**config.mk**
```make
export PLATFORM = sky130hd
export DESIGN_NAME = tcw_seq
export DESIGN_NICKNAME = d
export VERILOG_FILES = /design/src/hw/rtl/tcw_pkg.sv /design/src/hw/rtl/tcw_seq.sv
export SDC_FILE = /design/constraint.sdc
export NUM_CORES = 1
export LEC_CHECK = 0
export ABC_CLOCK_PERIOD_IN_PS = 4100
export BUFFER_PORTS_ARGS = -buffer_cell sky130_fd_sc_hd__buf_2
export CAP_MARGIN = 40
export CELL_PAD_IN_SITES_DETAIL_PLACEMENT = 1
export CELL_PAD_IN_SITES_GLOBAL_PLACEMENT = 1
export CORE_MARGIN = 5
export CORE_UTILIZATION = 38
export CTS_CLUSTER_DIAMETER = 80
export CTS_CLUSTER_SIZE = 14
export DETAILED_ROUTE_END_ITERATION = 10
export PLACE_DENSITY_LB_ADDON = 0.12
export SETUP_SLACK_MARGIN = 0.1
export SLEW_MARGIN = 20
export SYNTH_ARGS = -nofsm -noshare
export SYNTH_HDL_FRONTEND = slang
export SYNTH_SLANG_ARGS = --single-unit
```
**constraint.sdc**
```tcl
create_clock -name clk -period 4.1 [get_ports clk]
set_input_delay 1.025 -clock clk [delete_from_list [all_inputs] [get_ports clk]]
set_output_delay 1.025 -clock clk [all_outputs]
set_load 0.01 [all_outputs]
```
**src/hw/rtl/tcw_pkg.sv**
```systemverilog
// ----------------------------------------------------------------------------
// tcw_pkg: shared definitions for the text console character writer
// Screen geometry, cell store widths, action codes, register indexes and the
// packed command and result word types.
// ----------------------------------------------------------------------------
package tcw_pkg;

    // Screen geometry.
    localparam int COLUMNS    = 80;
    localparam int ROWS       = 25;
    localparam int CELLS      = COLUMNS * ROWS;
    localparam int MOVE_CELLS = CELLS - COLUMNS;

    // Widths derived from the geometry.
    localparam int ADDR_W = $clog2(CELLS);
    localparam int POS_W  = ADDR_W + 1;
    localparam int COL_W  = (COLUMNS > 2) ? $clog2(COLUMNS) : 1;
    localparam int ROW_W  = $clog2(ROWS + 1);
    localparam int CELL_W = 16;

    // Fixed field widths of the ports.
    localparam int CURSOR_W = 11;
    localparam int CFG_W    = 8;
    localparam int CFG_IDX_W = 1;

    // Character codes.
    localparam logic [7:0] CH_ERROR   = 8'h45;
    localparam logic [7:0] CH_NEWLINE = 8'h0A;
    localparam logic [7:0] CH_SPACE   = 8'h20;

    // Action codes.
    localparam logic [1:0] ACT_PRINT    = 2'd0;
    localparam logic [1:0] ACT_PRINT_AT = 2'd1;
    localparam logic [1:0] ACT_READ     = 2'd2;
    localparam logic [1:0] ACT_CLEAR    = 2'd3;

    // Configuration register indexes.
    localparam logic [CFG_IDX_W-1:0] REG_DEFAULT_ATTR = 1'b0;
    localparam logic [CFG_IDX_W-1:0] REG_ERROR_ATTR   = 1'b1;

    // Command word.
    typedef struct packed {
        logic [1:0] action;
        logic [7:0] character;
        logic [7:0] column;
        logic [5:0] row;
        logic [7:0] attribute;
    } cmd_t;

    // Result word.
    typedef struct packed {
        logic [CURSOR_W-1:0] cursor_cell;
        logic [7:0]          cell_character;
        logic [7:0]          cell_attribute;
        logic                position_error;
    } res_t;

    // Access request from the sequencer to the cell store.
    typedef struct packed {
        logic              we;
        logic [ADDR_W-1:0] waddr;
        logic [CELL_W-1:0] wdata;
        logic              re;
        logic [ADDR_W-1:0] raddr;
    } mem_req_t;

endpackage

```
**src/hw/rtl/tcw_seq.sv**
```systemverilog
// ----------------------------------------------------------------------------
// tcw_seq: command sequencer of the text console
// Keeps the cursor, turns each command word into cell store accesses and
// walks the store for the reset clearing pass, screen clear and scrolling.
// ----------------------------------------------------------------------------
module tcw_seq (
    input  logic                          clk,
    input  logic                          rst_n,
    input  logic                          start,
    input  tcw_pkg::cmd_t                 cmd,
    input  logic [7:0]                    default_attr,
    input  logic [7:0]                    error_attr,
    input  logic [tcw_pkg::CELL_W-1:0]    rd_data,
    output tcw_pkg::mem_req_t             mem_req,
    output logic                          busy,
    output logic                          done,
    output tcw_pkg::res_t                 result
);

    localparam int ADDR_W = tcw_pkg::ADDR_W;
    localparam int POS_W  = tcw_pkg::POS_W;
    localparam int COL_W  = tcw_pkg::COL_W;
    localparam int ROW_W  = tcw_pkg::ROW_W;

    // Sequencer states.
    localparam logic [2:0] ST_FILL   = 3'd0;
    localparam logic [2:0] ST_IDLE   = 3'd1;
    localparam logic [2:0] ST_READ   = 3'd2;
    localparam logic [2:0] ST_SCROLL = 3'd3;
    localparam logic [2:0] ST_BLANK  = 3'd4;

    localparam logic [ADDR_W-1:0] LAST_CELL  = ADDR_W'(tcw_pkg::CELLS - 1);
    localparam logic [ADDR_W-1:0] MOVE_END   = ADDR_W'(tcw_pkg::MOVE_CELLS);
    localparam logic [ADDR_W-1:0] COLS_ADDR  = ADDR_W'(tcw_pkg::COLUMNS);
    localparam logic [POS_W-1:0]  COLS_POS   = POS_W'(tcw_pkg::COLUMNS);
    localparam logic [COL_W-1:0]  LAST_COL   = COL_W'(tcw_pkg::COLUMNS - 1);
    localparam logic [ROW_W-1:0]  ROWS_ROW   = ROW_W'(tcw_pkg::ROWS);
    localparam logic [ROW_W-1:0]  LAST_ROW   = ROW_W'(tcw_pkg::ROWS - 1);

    logic [2:0]                  state_reg, state_next;
    logic [ADDR_W-1:0]           idx_reg, idx_next;
    logic [ADDR_W-1:0]           dst_reg, dst_next;
    logic                        pend_reg, pend_next;
    logic                        report_reg, report_next;
    logic [tcw_pkg::CELL_W-1:0]  fill_data_reg, fill_data_next;
    logic [ADDR_W-1:0]           cursor_reg, cursor_next;
    logic [ROW_W-1:0]            cur_row_reg, cur_row_next;
    logic [COL_W-1:0]            cur_col_reg, cur_col_next;
    logic                        done_reg, done_next;
    tcw_pkg::res_t               result_reg, result_next;

    // Decoded command position.
    logic                        col_ok;
    logic                        row_ok;
    logic                        off_screen;
    logic [ADDR_W-1:0]           given_idx;
    logic [ADDR_W-1:0]           p_idx;
    logic [ROW_W-1:0]            p_row;
    logic [COL_W-1:0]            p_col;
    logic [7:0]                  attr_eff;
    logic [POS_W-1:0]            n_pos;
    logic [ROW_W-1:0]            n_row;
    logic [COL_W-1:0]            n_col;

    // Position of a command: the given column and row, or the cursor.
    always_comb
    begin
        col_ok     = cmd.column < 8'(tcw_pkg::COLUMNS);
        row_ok     = cmd.row < 6'(tcw_pkg::ROWS);
        off_screen = !(col_ok && row_ok);
        given_idx  = ADDR_W'(cmd.row) * COLS_ADDR + ADDR_W'(cmd.column);
        attr_eff   = (cmd.attribute == 8'd0) ? default_attr : cmd.attribute;
        if (cmd.action == tcw_pkg::ACT_PRINT_AT)
        begin
            p_idx = given_idx;
            p_row = ROW_W'(cmd.row);
            p_col = COL_W'(cmd.column);
        end
        else
        begin
            p_idx = cursor_reg;
            p_row = cur_row_reg;
            p_col = cur_col_reg;
        end
        // New position after a newline or after one written cell.
        if (cmd.character == tcw_pkg::CH_NEWLINE)
        begin
            n_pos = POS_W'(p_idx) - POS_W'(p_col) + COLS_POS;
            n_row = p_row + ROW_W'(1);
            n_col = '0;
        end
        else if (p_col == LAST_COL)
        begin
            n_pos = POS_W'(p_idx) + POS_W'(1);
            n_row = p_row + ROW_W'(1);
            n_col = '0;
        end
        else
        begin
            n_pos = POS_W'(p_idx) + POS_W'(1);
            n_row = p_row;
            n_col = p_col + COL_W'(1);
        end
    end

    // Next-state logic.
    always_comb
    begin
        state_next     = state_reg;
        idx_next       = idx_reg;
        dst_next       = dst_reg;
        pend_next      = pend_reg;
        report_next    = report_reg;
        fill_data_next = fill_data_reg;
        cursor_next    = cursor_reg;
        cur_row_next   = cur_row_reg;
        cur_col_next   = cur_col_reg;
        done_next      = 1'b0;
        result_next    = result_reg;
        mem_req        = '0;

        case (state_reg)
            ST_IDLE:
            begin
                if (start)
                begin
                    case (cmd.action)
                        tcw_pkg::ACT_PRINT, tcw_pkg::ACT_PRINT_AT:
                        begin
                            if ((cmd.action == tcw_pkg::ACT_PRINT_AT) && off_screen)
                            begin
                                // Error marker in the last cell; cursor stays.
                                mem_req.we    = 1'b1;
                                mem_req.waddr = LAST_CELL;
                                mem_req.wdata = {error_attr, tcw_pkg::CH_ERROR};
                                done_next     = 1'b1;
                                result_next   = '{tcw_pkg::CURSOR_W'(cursor_reg),
                                                  8'd0, 8'd0, 1'b1};
                            end
                            else
                            begin
                                if (cmd.character != tcw_pkg::CH_NEWLINE)
                                begin
                                    mem_req.we    = 1'b1;
                                    mem_req.waddr = p_idx;
                                    mem_req.wdata = {attr_eff, cmd.character};
                                end
                                cur_col_next = n_col;
                                if (n_row == ROWS_ROW)
                                begin
                                    // Ran past the last row: scroll the store.
                                    cursor_next  = ADDR_W'(n_pos - COLS_POS);
                                    cur_row_next = LAST_ROW;
                                    idx_next     = '0;
                                    pend_next    = 1'b0;
                                    state_next   = ST_SCROLL;
                                end
                                else
                                begin
                                    cursor_next  = ADDR_W'(n_pos);
                                    cur_row_next = n_row;
                                    done_next    = 1'b1;
                                    result_next  = '{tcw_pkg::CURSOR_W'(n_pos),
                                                     8'd0, 8'd0, 1'b0};
                                end
                            end
                        end
                        tcw_pkg::ACT_READ:
                        begin
                            if (off_screen)
                            begin
                                done_next   = 1'b1;
                                result_next = '{tcw_pkg::CURSOR_W'(cursor_reg),
                                                8'd0, 8'd0, 1'b1};
                            end
                            else
                            begin
                                mem_req.re    = 1'b1;
                                mem_req.raddr = given_idx;
                                state_next    = ST_READ;
                            end
                        end
                        tcw_pkg::ACT_CLEAR:
                        begin
                            fill_data_next = {default_attr, tcw_pkg::CH_SPACE};
                            idx_next       = '0;
                            report_next    = 1'b1;
                            state_next     = ST_FILL;
                        end
                        default:
                        begin
                            state_next = ST_IDLE;
                        end
                    endcase
                end
            end

            ST_READ:
            begin
                // Read data of the requested cell is valid now.
                done_next   = 1'b1;
                result_next = '{tcw_pkg::CURSOR_W'(cursor_reg),
                                rd_data[7:0], rd_data[15:8], 1'b0};
                state_next  = ST_IDLE;
            end

            ST_FILL:
            begin
                // One cell per cycle for the reset pass and screen clear.
                mem_req.we    = 1'b1;
                mem_req.waddr = idx_reg;
                mem_req.wdata = fill_data_reg;
                if (idx_reg == LAST_CELL)
                begin
                    state_next  = ST_IDLE;
                    report_next = 1'b0;
                    if (report_reg)
                    begin
                        done_next   = 1'b1;
                        result_next = '{tcw_pkg::CURSOR_W'(cursor_reg),
                                        8'd0, 8'd0, 1'b0};
                    end
                end
                else
                begin
                    idx_next = idx_reg + ADDR_W'(1);
                end
            end

            ST_SCROLL:
            begin
                // Read one row ahead, write back the word read last cycle.
                if (pend_reg)
                begin
                    mem_req.we    = 1'b1;
                    mem_req.waddr = dst_reg;
                    mem_req.wdata = rd_data;
                end
                if (idx_reg < MOVE_END)
                begin
                    mem_req.re    = 1'b1;
                    mem_req.raddr = idx_reg + COLS_ADDR;
                    dst_next      = idx_reg;
                    pend_next     = 1'b1;
                    idx_next      = idx_reg + ADDR_W'(1);
                end
                else
                begin
                    pend_next  = 1'b0;
                    state_next = ST_BLANK;
                end
            end

            ST_BLANK:
            begin
                // Zero the last row.
                mem_req.we    = 1'b1;
                mem_req.waddr = idx_reg;
                mem_req.wdata = '0;
                if (idx_reg == LAST_CELL)
                begin
                    state_next  = ST_IDLE;
                    done_next   = 1'b1;
                    result_next = '{tcw_pkg::CURSOR_W'(cursor_reg),
                                    8'd0, 8'd0, 1'b0};
                end
                else
                begin
                    idx_next = idx_reg + ADDR_W'(1);
                end
            end

            default:
            begin
                state_next = ST_IDLE;
            end
        endcase
    end

    // Control registers.
    always_ff @(posedge clk or negedge rst_n)
    begin
        if (!rst_n)
        begin
            state_reg     <= ST_FILL;
            idx_reg       <= '0;
            pend_reg      <= 1'b0;
            report_reg    <= 1'b0;
            fill_data_reg <= '0;
            cursor_reg    <= '0;
            cur_row_reg   <= '0;
            cur_col_reg   <= '0;
            done_reg      <= 1'b0;
        end
        else
        begin
            state_reg     <= state_next;
            idx_reg       <= idx_next;
            pend_reg      <= pend_next;
            report_reg    <= report_next;
            fill_data_reg <= fill_data_next;
            cursor_reg    <= cursor_next;
            cur_row_reg   <= cur_row_next;
            cur_col_reg   <= cur_col_next;
            done_reg      <= done_next;
        end
    end

    // Payload registers.
    always_ff @(posedge clk)
    begin
        dst_reg    <= dst_next;
        result_reg <= result_next;
    end

    assign busy   = (state_reg != ST_IDLE);
    assign done   = done_reg;
    assign result = result_reg;

    // The cursor index always matches its row and column.
    a_cursor_consistent: assert property (@(posedge clk) disable iff (!rst_n)
        cursor_reg == ADDR_W'(cur_row_reg) * COLS_ADDR + ADDR_W'(cur_col_reg))
        else $error("cursor index out of step with row and column");

    // The cursor stays on the screen.
    a_cursor_on_screen: assert property (@(posedge clk) disable iff (!rst_n)
        (cur_row_reg < ROWS_ROW) && (cur_col_reg <= LAST_COL))
        else $error("cursor left the screen");

    // Store writes stay inside the store.
    a_write_in_range: assert property (@(posedge clk) disable iff (!rst_n)
        mem_req.we |-> (mem_req.waddr <= LAST_CELL))
        else $error("cell store write beyond the last cell");

    // An accepted command either reports at once or keeps the block busy.
    a_accept_progress: assert property (@(posedge clk) disable iff (!rst_n)
        (start && !busy) |=> (done || busy))
        else $error("accepted command neither reported nor in progress");

endmodule

```
== Word level (Yosys, flattened, before mapping) ==
Index checks and enable logic that the tools add are counted.
Word-level totals
  flip-flop bits (word level): 88
  latch bits: 0
  bits in writable memories: 0
  ROM bits: 0
  output and inout bits: 70
  word-level logic and storage cells: 144
  memories: 0
Operators by class
  add/subtract/negate cells: 9
  multipliers: 1
  divide/modulo/power cells: 0
  magnitude comparators: 3
  eq/ne operators: 32
  shifts and indexed selects: 0
  mux-type cells: 64
  bitwise operators: 1
  reductions and logical operators: 20
Operator list (count)
  2-to-1 mux 28 bit: 11
  case mux 28 bit (4 select lines): 2
  2-to-1 mux 11 bit: 8
  case mux 28 bit (2 select lines): 1
  2-to-1 mux 40 bit: 1
  2-to-1 mux 12 bit: 3
  case mux 11 bit (3 select lines): 1
  case mux 12 bit (2 select lines): 1
  adder 11 x 1 -> 11 bit (second input constant): 2
  adder 11 x 7 -> 11 bit (second input constant): 2
  case mux 11 bit (2 select lines): 1
  2-to-1 mux 7 bit: 3
  2-to-1 mux 5 bit: 4
  2-to-1 mux 3 bit: 6
  inequality test 2 bit (second input constant): 9
  case mux 3 bit (3 select lines): 2
  2-to-1 mux 1 bit: 15
  inequality test 3 bit (second input constant): 4
  adder 11 x 8 -> 11 bit: 1
  equality test 11 bit (second input constant): 1
  less-than comparator 11 bit (second input constant): 1
  subtractor 11 x 7 -> 11 bit: 1
  subtractor 11 x 7 -> 11 bit (second input constant): 1
  inequality test 3 x 1 -> 1 bit (second input constant): 3
  other kinds (36): 46

== Depth between registers and ports, before layout ==
  word-level depth: 11
  depth in mapped cells: 20
  mapped depth without buffers: 17

== Worst setup path after synthesis ==
Ideal clock, no wire load.
  path kind: input port to flip-flop
  start point: input port cmd[31] (netlist name)
  end point: register result_reg (netlist bit result[0]) (enable)
  setup time: 0.452 ns
  arrival time: 5.259 ns
  required time: 3.648 ns
  slack: -1.611 ns
  cell stages on the path: 13
  buffers on the path: 4
  cells stage by stage: nand2b_1 -> buf_2 -> buf_6 -> clkbuf_1 -> a21boi_0 -> inv_1 -> ha_1 -> a41oi_2 -> mux2_2 -> buf_2 -> a21oi_1 -> a21oi_1 -> o21ai_0
Between the ends
  longest elaborated chain between the ends: 8
Ends and longest elaborated chain
  start: declaration: RTL line tcw_seq.sv:10  | input tcw_pkg::cmd_t cmd,
  equality test 2 x 1 -> 1 bit: RTL line tcw_seq.sv:73, tcw_seq.sv:127, tcw_seq.sv:130
  2-to-1 mux 5 bit / 2-to-1 mux 7 bit (equally long branches): RTL line tcw_seq.sv:73  | if (cmd.action == tcw_pkg::ACT_PRINT_AT)
  adder 5 x 1 -> 5 bit / equality test 7 bit (equally long branches): RTL line tcw_seq.sv:89, tcw_seq.sv:95, tcw_seq.sv:92
  2-to-1 mux 5 bit: RTL line tcw_seq.sv:92  | else if (p_col == LAST_COL)
  2-to-1 mux 5 bit: RTL line tcw_seq.sv:86  | if (cmd.character == tcw_pkg::CH_NEWLINE)
  equality test 5 bit: RTL line tcw_seq.sv:149  | if (n_row == ROWS_ROW)
  inequality test 4 bit (no line)
  AND reduction 8 bit (no line) *
  end signal: assignment: RTL line tcw_seq.sv:313  | result_reg <= result_next;
  end: declaration: RTL line tcw_seq.sv:50  | tcw_pkg::res_t result_reg, result_next;
Mark *: on every way between the ends. The rest lies on a longest branch, timed or not.
A chain may end at the register's enable or synchronous reset.

==> results_tabular.tex <==
\begin{tabular}{lr}
\hline
Metric & Value \\
\hline
\multicolumn{2}{l}{\textbf{Run status}} \\
\quad Outcome & finished with violations \\
\quad Violations in the final reports & negative setup slack \\
\multicolumn{2}{l}{\textbf{Floorplan}} \\
\quad Starting Density & 0.386 \\
\quad Die width & 142 µm \\
\quad Die extent in y & 142 µm \\
\quad I/O pin count & 137 \\
\quad Total Die Area & 20200 µm² \\
\quad Total core area & 17200 µm² \\
\quad Std-Cell Rows & 48 \\
\multicolumn{2}{l}{\textbf{Cells and area}} \\
\quad Final design area excluding fillers & 9860 µm² \\
\quad Antenna Diode Count & 0 \\
\quad Area growth from synthesis to final layout & 48.4\% \\
\quad Max FFs per register & 28 \\
\quad Total area of sequential cells & 2400 µm² \\
\quad Fraction of final layout cells with drive strength greater than 1 & 0.434 \\
\quad Final net count & 1123 \\
\quad Non-filler instance count after layout & 1248 \\
\quad FILL cells & 1989 \\
\quad Area occupied by multi-input gates & 4630 µm² \\
\multicolumn{2}{l}{\textbf{Hold path}} \\
\quad Worst min path class & reg2reg \\
\quad Min-Delay Endpoint & fill\_data\_reg[5]\$\_DFFE\_PN0P\_ \\
\quad Startpoint of the tightest hold check path & fill\_data\_reg[5]\$\_DFFE\_PN0P\_ \\
\quad Number of instances on the worst hold path & 1 \\
\multicolumn{2}{l}{\textbf{Place}} \\
\quad Half-perimeter wire length after detailed placement & 20.0 mm \\
\quad Weighted congestion at the end of routability-driven global placement & 0.886 \\
\quad Cell area after placement & 8710 µm² \\
\quad Cells after DPL & 1202 \\
\quad Number of port buffers & 136 \\
\multicolumn{2}{l}{\textbf{Clock tree}} \\
\quad Clock buffer depth & 2 \\
\quad Clock transition at the register clock pins on the worst setup and hold paths after CTS & 0.07 ns \\
\quad H-Tree Level Count & 3 \\
\quad Clock tree sinks & 88 \\
\quad Hold-fix buffers, CTS & 0 \\
\quad CTS tree & built \\
\quad Root cell of the clock tree & sky130\_fd\_sc\_hd\_\_clkbuf\_16 \\
\quad Clock latency at the later pin of the worst-skew pair & 0.35 ns \\
\quad Number of clock buffers inserted by TritonCTS & 9 \\
\multicolumn{2}{l}{\textbf{Critical path}} \\
\quad Critical path class & in2out \\
\quad Crit path DAT & 3.31 ns \\
\quad Number of cells on the worst reg-to-reg path & 12 \\
\quad WP data required & 3.07 ns \\
\quad Crit-path max FO & 8 \\
\quad Launching point of the worst reg2reg path & cursor\_reg[2]\$\_DFFE\_PN0P\_ \\
\quad Worst setup EP type & output pin \\
\quad Reg2reg end & result[26]\$\_DFFE\_PP\_ \\
\quad Element type at the critical path start & input pin \\
\quad Worst-case register-to-register setup slack & 0.55 ns \\
\multicolumn{2}{l}{\textbf{Synth}} \\
\quad Most frequent cells after synthesis & sky130\_fd\_sc\_hd\_\_o21ai\_0 (73), sky130\_fd\_sc\_hd\_\_a21oi\_1 (59), sky130\_fd\_sc\_hd\_\_nand2\_1 (59) \\
\quad Post-synth ARST share & 0.557 \\
\quad Number of nets in the synthesized netlist & 856 \\
\quad Netlist Area Pre-Place & 6650 µm² \\
\quad Most frequently used cell type in the post-synthesis netlist & sky130\_fd\_sc\_hd\_\_o21ai\_0 \\
\quad Leading post-synthesis cells by cell area & sky130\_fd\_sc\_hd\_\_dfrtp\_1 (18\%), sky130\_fd\_sc\_hd\_\_edfxtp\_1 (18\%), sky130\_fd\_sc\_hd\_\_ha\_1 (6.6\%), sky130\_fd\_sc\_hd\_\_o21ai\_0 (5.5\%), sky130\_fd\_sc\_hd\_\_a21oi\_1 (4.4\%) \\
\quad Sequential cell area fraction in the yosys report & 0.361 \\
\quad Mean instance size in the synthesized netlist & 8.85 µm² \\
\quad Count of unique library cells instantiated by Yosys & 77 \\
\quad Number of enable-type register cells in the synthesized netlist & 39 \\
\quad Post-synthesis cell count & 751 \\
\quad \#FFs+latches synth & 88 \\
\quad Cell type with the largest total area after synthesis & sky130\_fd\_sc\_hd\_\_dfrtp\_1 \\
\quad Proportion of netlist area held by the largest area contributor & 0.184 \\
\quad Most used flip-flop cell after synthesis & sky130\_fd\_sc\_hd\_\_dfrtp\_1 \\
\quad Total of warnings raised by yosys & 0 \\
\multicolumn{2}{l}{\textbf{Global route}} \\
\quad Global-route wire length before repair & 40.5 mm \\
\quad Total routing usage reported by global routing & 0.251 \\
\quad Number of global-route vias before repair & 7515 \\
\quad Sum of overflow across all layers after global routing & 0 \\
\quad Initial antenna violation count & 0 \\
\quad Pin count of the biggest net entering global routing & 37 \\
\multicolumn{2}{l}{\textbf{Pwr}} \\
\quad Power per Cell Area & 277 nW/µm² \\
\quad Total design power & 2730 µW \\
\quad Largest voltage drop on the vdd net & 0.194 mV \\
\quad Static power due to leakage & 0.00429 µW \\
\multicolumn{2}{l}{\textbf{Flow run}} \\
\quad \# Max-Cap Violations & 0 \\
\multicolumn{2}{l}{\textbf{Drt}} \\
\quad Number of nets with antenna violations after routing & 0 \\
\quad Via count & 7129 \\
\quad First-pass detailed-route iteration total & 5 \\
\quad Remaining routing DRC violations & 0 \\
\quad Violation count after the first detailed-route iteration & 361 \\
\quad Detailed-route wire length per cell & 22.1 µm \\
\quad WL final & 27.5 mm \\
\quad DR vias/cell & 5.71 \\
\multicolumn{2}{l}{\textbf{Timing}} \\
\quad Slew at the pin closest to its max-slew limit & 0.878 ns \\
\quad Number of pins with negative max-slew slack in the final report & 0 \\
\quad Worst hold margin & 0.476 ns \\
\quad RSZ-0062 raised after global routing & yes \\
\quad Aggregate negative setup slack & -1.28 ns \\
\quad Final setup vio count & 9 \\
\quad Maximum achievable frequency & 0.231 GHz \\
\quad Worst clock skew on the final layout & 0.0151 ns \\
\quad Count of endpoints failing hold in the final timing report & 0 \\
\quad Period Utilization, post-route & 1.06 \\
\quad Slew HR & 0.412 \\
\quad Final worst path period need & 4.33 ns \\
\quad PnR worst setup slack & -0.231 ns \\
\hline
\end{tabular}
kinds of logic (layout without fill, tap and decap cells):
group,after synthesis,in the layout,share of synthesized area
buffers and inverters,80,352,0.0488
AO/OA/AOI/OAI,243,243,0.232
multiplexers,32,32,0.0553
AND/OR/NAND/NOR,244,244,0.194
flip-flops,88,88,0.361
XOR/XNOR,26,26,0.0343
adder cells (fa/ha/maj),38,38,0.0749
layer usage:
layer | up-vias | GRT usage | wire length (µm)
li1 | 3317 | - | -
met1 | 3582 | 0.316 | 11500
met2 | 190 | 0.447 | 14100
met3 | 40 | 0.0407 | 1270
met4 | 0 | 0.0677 | 679
met5 | - | 0 | 0
cells in the final DEF (no fill, tap or decap), drive strengths merged, types with 6 or more instances in the layout:
cell    Yosys  layout
a211oi      7       7
a21oi      59      59
a22o       14      14
a22oi      20      20
a31oi       8       8
and2       19      19
and3        9       9
buf        11     299
clkbuf     33      10
dfrtp      49      49
edfxtp     39      39
ha         35      35
inv        36      40
mux2       16      16
mux2i      16      16
nand2      59      59
nand2b     14      14
nand3      13      13
nor2       57      57
nor2b       6       6
nor3       21      21
nor4bb      7       7
o21ai      81      81
o31ai       6       6
or2         7       7
xnor2      17      17
xor2        9       9
what timing repair did:
| action | in CTS | in global routing |
|---|---|---|
| pin swaps | 23 | 45 |
| gates resized for setup | 51 | 84 |
| buffers inserted | 13 | 21 |
| setup endpoints to repair | 16 | 24 |
worst max-delay path: stages:
cell	delay (ns)
sky130_fd_sc_hd__buf_8	0.10
sky130_fd_sc_hd__ha_4	0.24
sky130_fd_sc_hd__ha_4	0.16
sky130_fd_sc_hd__inv_2	0.05
sky130_fd_sc_hd__fa_2	0.52
sky130_fd_sc_hd__or4_4	0.52
sky130_fd_sc_hd__and3_4	0.18
sky130_fd_sc_hd__a21oi_4	0.21
sky130_fd_sc_hd__o21ai_2	0.10
sky130_fd_sc_hd__nand2_1	0.06
sky130_fd_sc_hd__buf_2	0.13
per-stage QoR:
stage,setup WS (ns),util
finish,-0.231,0.572
global route,-0.353,0.572
CTS,-0.272,0.542
detailed placement,-0.616,0.505
global placement,-0.570,0.503
floorplan,-0.311,-
worst max path at each step:
stage                     startpoint                    endpoint  slack [ns]
final                        cmd[11]                 mem_req[37]       -0.23
after global routing          cmd[9]                 mem_req[38]       -0.35
after CTS                     cmd[9]                 mem_req[38]       -0.27
after detailed placement      cmd[9]  cursor_reg[10]$_DFFE_PN0P_       -0.62
after global placement        cmd[9]                 mem_req[38]       -0.57
after floorplan              cmd[31]  cursor_reg[10]$_DFFE_PN0P_       -0.31
layout make-up:
type | instances | area share
clock inverters | 7 | 0.00736
multi-input cells | 583 | 0.470
repair buffers | 300 | 0.214
flip-flops and latches | 88 | 0.243
well taps | 225 | 0.0285
inverters | 36 | 0.0140
clock buffers | 9 | 0.0228
power breakdown:
group / internal [µW] / total, µW / switching, µW
combinational: 471 / 938 / 467
sequential: 923 / 935 / 12.1
clock: 432 / 856 / 424
total: 1830 / 2730 / 903
No activity file was read; power rests on OpenSTA's default activity.
